File: config.mk
export PLATFORM = sky130hd
export DESIGN_NAME = signed_int_to_decimal_ascii
export DESIGN_NICKNAME = d
export VERILOG_FILES = /design/src/design/sitoa_pkg.sv /design/src/design/signed_int_to_decimal_ascii.sv /design/src/design/sitoa_dabble.sv
export SDC_FILE = /design/constraint.sdc
export NUM_CORES = 1
export LEC_CHECK = 0
export ABC_CLOCK_PERIOD_IN_PS = 3500
export BUFFER_PORTS_ARGS = -buffer_cell sky130_fd_sc_hd__buf_2
export CAP_MARGIN = 20
export CORE_UTILIZATION = 50
export CTS_BUF_LIST = sky130_fd_sc_hd__clkbuf_8
export CTS_CLUSTER_DIAMETER = 200
export CTS_CLUSTER_SIZE = 40
export DETAILED_ROUTE_END_ITERATION = 8
export GPL_TIMING_DRIVEN = 0
export PLACE_DENSITY_LB_ADDON = 0.05
export SKIP_CTS_REPAIR_TIMING = 1
export SLEW_MARGIN = 40
export SYNTH_ARGS = -nofsm -noshare
export SYNTH_HDL_FRONTEND = slang
export SYNTH_SLANG_ARGS = --single-unit
File: constraint.sdc
create_clock -name clock -period 3.5 [get_ports clock]
set_input_delay 0.35 -clock clock [delete_from_list [all_inputs] [get_ports clock]]
set_output_delay 0.35 -clock clock [all_outputs]
set_load 0.01 [all_outputs]
File: src/design/sitoa_pkg.sv
// Shared constants and types for the signed integer to decimal ASCII block.
// No dependencies; used by every file in design/.
package sitoa_pkg;

   localparam int VALUE_BITS = 32;
   localparam int MAX_DIGITS = 10;

   localparam int BCD_BITS  = 4 * MAX_DIGITS;
   localparam int BIT_CNT_W = $clog2(VALUE_BITS + 1);
   localparam int DIG_CNT_W = $clog2(MAX_DIGITS + 1);

   localparam logic [7:0] ASCII_ZERO  = 8'h30;
   localparam logic [7:0] ASCII_MINUS = 8'h2D;

   typedef enum logic [1:0] {
      ST_IDLE,
      ST_CONV,
      ST_TRIM,
      ST_EMIT
   } state_type;

   typedef struct packed {
      logic load;
      logic step;
      logic skip;
      logic emit;
   } ctrl_type;

endpackage

File: src/design/signed_int_to_decimal_ascii.sv
// Top level: signed integer to decimal ASCII text, one character per result.
// Depends on sitoa_pkg and sitoa_dabble.
//
// Usage:
//   Input: drive req_value and raise start; the item is taken at a rising
//   edge where start is high and busy is low. busy stays high until the
//   last character of that item has been put out.
//   Output: each character appears on rsp_char_code / rsp_last_char for a
//   single cycle with rsp_valid high. rsp_last_char marks the final
//   character. The receiver cannot stall; it must take every strobe.
//   A negative value gives '-' on the cycle after acceptance, while the
//   conversion runs.
// Flow:
//   The magnitude goes through the shift-and-add-3 unit once per bit. A scan
//   then drops leading zero digits one per cycle and emits one digit per
//   cycle. A new item is not taken while busy is high, so the block cannot
//   take a new item before the last character of the current one is out.
// Reset: synchronous, active high; the block returns to idle with no
//   strobe pending.
module signed_int_to_decimal_ascii (
   input  logic                                 clock,
   input  logic                                 reset,
   input  logic                                 start,
   output logic                                 busy,
   input  logic signed [sitoa_pkg::VALUE_BITS-1:0] req_value,
   output logic                                 rsp_valid,
   output logic [7:0]                           rsp_char_code,
   output logic                                 rsp_last_char
);

   localparam int VB = sitoa_pkg::VALUE_BITS;
   localparam int BB = sitoa_pkg::BCD_BITS;
   localparam int BW = sitoa_pkg::BIT_CNT_W;
   localparam int DW = sitoa_pkg::DIG_CNT_W;

   sitoa_pkg::state_type state_ff, state_in;
   sitoa_pkg::ctrl_type  ctrl;

   logic [VB-1:0] mag_ff;
   logic [BB-1:0] bcd_ff;
   logic [BW-1:0] bit_cnt_ff;
   logic [DW-1:0] dig_cnt_ff;
   logic          ovf_ff;

   logic          rsp_valid_ff, rsp_valid_in;
   logic [7:0]    rsp_char_ff, rsp_char_in;
   logic          rsp_last_ff, rsp_last_in;

   logic [VB-1:0] raw_u;
   logic          neg_in;
   logic [VB-1:0] mag_in;
   logic [BB-1:0] bcd_step;
   logic          carry;
   logic          can_skip;
   logic          last_digit;
   logic [3:0]    top_digit;

   assign raw_u  = VB'(req_value);
   assign neg_in = raw_u[VB-1];
   assign mag_in = neg_in ? (~raw_u + {{(VB-1){1'b0}}, 1'b1}) : raw_u;

   sitoa_dabble u_dabble (
      .bcd      (bcd_ff),
      .bin_bit  (mag_ff[VB-1]),
      .bcd_next (bcd_step),
      .carry    (carry)
   );

   assign top_digit  = bcd_ff[BB-1 -: 4];
   assign last_digit = (dig_cnt_ff == DW'(1));
   // leading zeros go unless they are the last digit or high digits were lost
   assign can_skip   = (top_digit == 4'd0) && !last_digit && !ovf_ff;

   // next state
   always_comb begin
      state_in = state_ff;
      unique case (state_ff)
         sitoa_pkg::ST_IDLE: begin
            if (start) state_in = sitoa_pkg::ST_CONV;
         end
         sitoa_pkg::ST_CONV: begin
            if (bit_cnt_ff == BW'(1)) state_in = sitoa_pkg::ST_TRIM;
         end
         sitoa_pkg::ST_TRIM: begin
            if (!can_skip) state_in = sitoa_pkg::ST_EMIT;
         end
         sitoa_pkg::ST_EMIT: begin
            if (last_digit) state_in = sitoa_pkg::ST_IDLE;
         end
         default: state_in = sitoa_pkg::ST_IDLE;
      endcase
   end

   // control outputs
   always_comb begin
      ctrl = '0;
      unique case (state_ff)
         sitoa_pkg::ST_IDLE: ctrl.load = start;
         sitoa_pkg::ST_CONV: ctrl.step = 1'b1;
         sitoa_pkg::ST_TRIM: ctrl.skip = can_skip;
         sitoa_pkg::ST_EMIT: ctrl.emit = 1'b1;
         default: ctrl = '0;
      endcase
   end

   always_ff @(posedge clock) begin
      if (reset) begin
         state_ff <= sitoa_pkg::ST_IDLE;
      end else begin
         state_ff <= state_in;
      end
   end

   always_ff @(posedge clock) begin
      if (ctrl.load) begin
         mag_ff     <= mag_in;
         bcd_ff     <= '0;
         bit_cnt_ff <= BW'(VB);
         dig_cnt_ff <= DW'(sitoa_pkg::MAX_DIGITS);
         ovf_ff     <= 1'b0;
      end else if (ctrl.step) begin
         mag_ff     <= {mag_ff[VB-2:0], 1'b0};
         bcd_ff     <= bcd_step;
         bit_cnt_ff <= bit_cnt_ff - BW'(1);
         ovf_ff     <= ovf_ff | carry;
      end else if (ctrl.skip || ctrl.emit) begin
         bcd_ff     <= {bcd_ff[BB-5:0], 4'd0};
         dig_cnt_ff <= dig_cnt_ff - DW'(1);
      end
   end

   always_comb begin
      rsp_valid_in = (ctrl.load && neg_in) || ctrl.emit;
      rsp_char_in  = ctrl.load ? sitoa_pkg::ASCII_MINUS
                               : sitoa_pkg::ASCII_ZERO + {4'd0, top_digit};
      rsp_last_in  = ctrl.emit && last_digit;
   end

   always_ff @(posedge clock) begin
      if (reset) begin
         rsp_valid_ff <= 1'b0;
      end else begin
         rsp_valid_ff <= rsp_valid_in;
      end
   end

   always_ff @(posedge clock) begin
      rsp_char_ff <= rsp_char_in;
      rsp_last_ff <= rsp_last_in;
   end

   assign busy          = (state_ff != sitoa_pkg::ST_IDLE);
   assign rsp_valid     = rsp_valid_ff;
   assign rsp_char_code = rsp_char_ff;
   assign rsp_last_char = rsp_last_ff;

endmodule

File: src/design/sitoa_dabble.sv
// One shift-and-add-3 step of the binary to BCD converter.
// Depends on sitoa_pkg for the BCD register width.
module sitoa_dabble (
   input  logic [sitoa_pkg::BCD_BITS-1:0] bcd,
   input  logic                           bin_bit,
   output logic [sitoa_pkg::BCD_BITS-1:0] bcd_next,
   output logic                           carry
);

   logic [sitoa_pkg::BCD_BITS-1:0] adj;

   always_comb begin
      for (int i = 0; i < sitoa_pkg::MAX_DIGITS; i++) begin
         if (bcd[4*i +: 4] >= 4'd5) begin
            adj[4*i +: 4] = bcd[4*i +: 4] + 4'd3;
         end else begin
            adj[4*i +: 4] = bcd[4*i +: 4];
         end
      end
   end

   // bit shifted out of the top digit is a multiple of 10^MAX_DIGITS
   assign carry    = adj[sitoa_pkg::BCD_BITS-1];
   assign bcd_next = {adj[sitoa_pkg::BCD_BITS-2:0], bin_bit};

endmodule

==> Word-level counts from Yosys, hierarchy flattened <==
Cells that the tools add are included.
{ "word_totals": {"reg_bits": 95, "word_cells": 84} }
{ "classes": {"n_addsub": 14, "order_cmp": 10, "n_eq_ne": 9, "mux": 24, "n_bitwise": 3, "n_reduce_logical": 15} }
{ "ops": {"columns": ["op", "n"], "rows": [
  ["$mux W32", 3],
  ["$mux W40", 2],
  ["$add A4 B2 Y4 const B", 10],
  ["$ge A4 B3 Y1 const B", 10],
  ["$mux W4", 10],
  ["$add A32 B1 Y32 const B", 1],
  ["$not A32 Y32", 1],
  ["$mux W2", 4],
  ["$ne A2 B2 Y1 const B", 4],
  ["$pmux W2 S4", 1],
  ["$add A6 B4 Y7 const A", 1],
  ["$eq A6 B1 Y1 const B", 1],
  ["$reduce_bool A2 Y1", 3],
  ["$sub A6 B1 Y6 const B", 1],
  ["$eq A2 B2 Y1 const B", 2],
  ["$eq A4 B1 Y1 const B", 1],
  ["$logic_and A1 B1 Y1", 4],
  ["$logic_not A4 Y1", 1],
  ["$mux W1", 4],
  ["$reduce_and A4 Y1", 1],
  ["$sub A4 B1 Y4 const B", 1],
  ["$eq A2 B1 Y1 const B", 1],
  ["$logic_not A1 Y1", 2],
  ["$logic_not A2 Y1", 1],
  ["other kinds (4)", 5]
]} }

==> Logic depth before layout (Yosys ltp) <==
{ "logic_depth": {"ltp_word": 8, "mapped_depth": 9, "ltp_nobuf": 8} }

==> Hierarchy <==
Synthesis repeated with hierarchy kept, for this count alone.
{ "hier_totals": {"cells_unflattened": 684, "area_unflattened_um2": 5667.9} }
{ "modules_own_cells": {"columns": ["mod", "n_inst", "cells_per_inst", "area_each_um2", "seq_area_each_um2"], "rows": [
  ["signed_int_to_decimal_ascii", 1, 523, 4647.0, 2162.1],
  ["sitoa_dabble", 1, 161, 1021.0, 0.0]
]} }

==> Worst setup path after synthesis <==
Ideal clock, no wire load.
{ "synth_timing": {"kind": "register -> register", "from": "register state_ff[1]", "to": "register mag_ff[0], enable pin", "setup_time_ns": 0.394, "arrival_time_ns": 2.250, "required_time_ns": 3.106, "setup_slack_ns": 0.856, "path_stages_with_launch": 7, "path_buffers": 3, "path_cell_list": "dfxtp_1 > inv_1 > ha_1 > buf_2 > buf_1 > buf_1 > nand2b_1"} }
{ "synth_between": {"elab_chain_cells": 3, "elab_cells_between_ends": 5, "classes_between": "1 x eq/ne; 2 x mux; 2 x reduce/logical"} }
{ "synth_rtl": {"columns": ["item", "line_no", "text"], "rows": [
  ["start, declared", "signed_int_to_decimal_ascii.sv:36", "sitoa_pkg::state_type state_ff, state_in;"],
  ["start signal, assigned", "signed_int_to_decimal_ascii.sv:108", "state_ff <= sitoa_pkg::ST_IDLE;"],
  ["start signal, assigned", "signed_int_to_decimal_ascii.sv:110", "state_ff <= state_in;"],
  ["$eq A2 B1 Y1 / $logic_not A2 Y1 (equally long branches)", "signed_int_to_decimal_ascii.sv:97", "unique case (state_ff)"],
  ["$mux W1", "signed_int_to_decimal_ascii.sv:97", null],
  ["$reduce_bool A2 Y1 (no line) *", null, null],
  ["end signal, assigned", "signed_int_to_decimal_ascii.sv:116", "mag_ff <= mag_in;"],
  ["end signal, assigned", "signed_int_to_decimal_ascii.sv:122", "mag_ff <= {mag_ff[VB-2:0], 1'b0};"],
  ["end, declared", "signed_int_to_decimal_ascii.sv:39", "logic [VB-1:0] mag_ff;"]
]} }
Every way passes the cells marked *; elsewhere a longest branch is shown, timed or not.
A chain may end at the register's enable or synchronous reset.

==> Worst setup path after layout <==
{ "layout_timing": {"from": "register state_ff[1]", "to": "register mag_ff[17], enable pin"} }
The elaborated chain is that of the path after synthesis.

==> out/qor.txt <==
status: finished clean
worst-case reg-to-reg path depth: 7
Final Power: 5510 uW
CTS H-tree lvls: 3
initial antenna violation count: 0
Starting Density: 52.4%
Max Clk Rate: 0.334 GHz
peak fanout along the critical path: 22
Post-Synth XOR/XNOR Area: 5.76%
Compound-Gate Fraction of Synth Area: 21.1%
total congestion overflow: 0
Buf+Inv Stages, Crit Path: 5
first-pass GRT wire length: 23.3 mm
RePlAce Congestion: 0.831
CP top delay family: buffers and inverters
Sink Count: 92
CTS buffer count: 9
PD cells: 863 nW/um^2
Max VDD drop: 0.389 mV
floorplan row count: 38
Setup violations, final: 0
pre-CTS setup slack: 0.550 ns
Post-DP HPWL: 10.5 mm
vias per inst: 5.96
die width: 109 um
CTS tree: done
Max-slew headroom: 49.1%
Critical Path Max Stage Delay: 0.53 ns
Syn. warnings: 0
final wirelength: 14.7 mm
Synth area leaders: dfxtp_1 (21%), edfxtp_1 (17%), ha_1 (6.7%)
wire length per cell: 17.1 um
most frequent cells after synthesis: nand2_1 (65), dfxtp_1 (60), nor2_1 (55)
post-synth top area cell: dfxtp_1
Synth Area in Simple Gates: 21.6%
MaxCap Viol Count: 0
EDFF count, synth: 32
Worst-Margin Slew: 0.764 ns
I/O pins: 46
aggregate global-route resource usage: 25.5%
Die Span Y: 109 um
Core Box Area: 11,000 um^2
Hold Path Sink: rsp_valid
die area: 12,000 um^2
nets: 782
FF-to-FF Start: state_ff[1]
ant diodes: 0
Tmin final: 2.99 ns
CP most frequent cell: buf_1
CP Launch Type: flip-flop
skew final: 0.0143 ns
kind of critical path: reg -> reg
Clk Latency, worst-skew pair: 0.38 ns
Main synth FF type: dfxtp_1
vias in the first global route: 4,704
Clock Tree Buf Depth: 2
number of remaining DRC errors: 0
worst setup margin: 0.510 ns
Synth-to-Final Area Change: 10.5%
slowest CP cell: buf_1
1st-pass router iterations: 5
main combinational cell family by area after synthesis: simple AND/OR/NAND/NOR gates
top-area cell type share of the netlist area: 20.8%
mux share of post-synthesis cell area: 2.08%
Hold Path Class: in -> reg
final hold viol count: 0
initial drt markers: 281
CP Capture Type: flip-flop
leak pwr: 0.00242 uW
Crit path required time: 3.58 ns
Worst R2R Setup Slack: 0.51 ns
Syn Area/Cell: 8.74 um^2
ys async rst share: 0%
Buffers on Ports: 42
r2r endpoint: mag_ff[17]
Post-Synthesis Cells: 661
Post-Syn Area: 5780 um^2
period utilisation layout: 85.4%
Max Slew Vio Count: 0
most frequent cell after synthesis: nand2_1
min-delay src: reset
hold path cells: 2
distinct cell type count after synthesis: 68
largest net degree at the start of global routing: 23
Vias: 5,128
#FFs+latches synth: 92
cells along the critical path: inv_1, ha_1, buf_2, buf_1, buf_1, nand2b_2, buf_16
Root Buffer: clkbuf_8
RSZ-0062 raised after global routing: false
CP arrival: 3.07 ns
Seq/Total Area, Yosys: 37.4%
Post-Synth Adder-Cell Area: 6.71%
final antenna-violating net count: 0
share of cells above drive strength 1: 12.9%
CTS clk-pin slew, worst paths: 0.09 ns
registers in the layout (all words and copies together) (netlist names):
| name | cells |
|---|---|
| bcd_ff | 40 |
| bit_cnt_ff | 6 |
| dig_cnt_ff | 4 |
| mag_ff | 32 |
| ovf_ff | 1 |
| rsp_char_code | 5 |
| rsp_last_char | 1 |
| rsp_valid | 1 |
| state_ff | 2 |
logic make-up (layout without fill, tap and decap cells):
logic type | after synthesis | in the layout
AND/OR/NAND/NOR | 239 | 239
AO/OA/AOI/OAI | 175 | 175
flip-flops | 92 | 92
buffers and inverters | 73 | 132
XOR/XNOR | 38 | 38
adder cells (fa/ha/maj) | 31 | 31
multiplexers | 11 | 11
other | 2 | 3
worst max path at each step:
stage                      from         end  slack, ns  depth (start not counted)
floorplan           state_ff[1]   mag_ff[0]       0.86                          6
global placement    state_ff[1]  mag_ff[30]      -0.04                          6
detailed placement  state_ff[1]  mag_ff[30]       0.55                          7
CTS                 state_ff[1]  mag_ff[17]       0.53                          7
global route        state_ff[1]  mag_ff[17]       0.32                          7
finish              state_ff[1]  mag_ff[17]       0.51                          7
per-layer routing:
metal	up-vias	wire (um)	track usage (%)
li1	2522	-	-
met1	2447	6720	33.8
met2	138	7000	42.3
met3	21	723	3.02
met4	0	263	10.5
met5	-	0	0
area by class of cell:
| class | count | area (um^2) |
|---|---|---|
| buffer | 41 | 176 |
| clock buffer | 9 | 124 |
| clock inverter | 7 | 65.1 |
| fill | 1013 | 4650 |
| inverter | 32 | 120 |
| multi-input combinational | 497 | 3320 |
| sequential | 92 | 2160 |
| tap | 140 | 175 |
| timing repair buffer | 43 | 238 |
cells in the final DEF (no fill, tap or decap), types with 13 or more instances in the layout:
cell type / netlist / routed
edfxtp_1: 32 / 32
nor3b_1: 16 / 16
xnor2_1: 15 / 15
o21ai_0: 47 / 47
dfxtp_1: 60 / 60
a21oi_1: 46 / 46
nor3_1: 24 / 24
buf_2: 6 / 48
nand2_1: 65 / 65
nor2_1: 55 / 55
xor2_1: 23 / 23
nand2b_1: 22 / 21
ha_1: 31 / 31
nand3_1: 13 / 13
inv_1: 32 / 32
clkbuf_1: 19 / 19
power by group:
part,switching (uW),internal [uW],leakage (uW)
registers,333,1670,0.000812
clock network,405,328,0.000101
logic,1650,1120,0.00151
total,2390,3120,0.00242
through the flow:
| stage | utilization (%) | setup TNS, ns | instance area [um^2] | hold slack, ns | std cells |
|---|---|---|---|---|---|
| global route | 57.9 | 0 | 6380 | 0.149 | 861 |
| floorplan | - | 0 | 5780 | 0.419 | 662 |
| finish | 57.9 | 0 | 6380 | 0.157 | 861 |
| CTS | 57.9 | 0 | 6380 | 0.143 | 861 |
| detailed placement | 56.2 | 0 | 6200 | 0.488 | 845 |
| global placement | 55.9 | -1.33 | 6170 | 0.478 | 844 |
(Power assumes the default switching activity.)
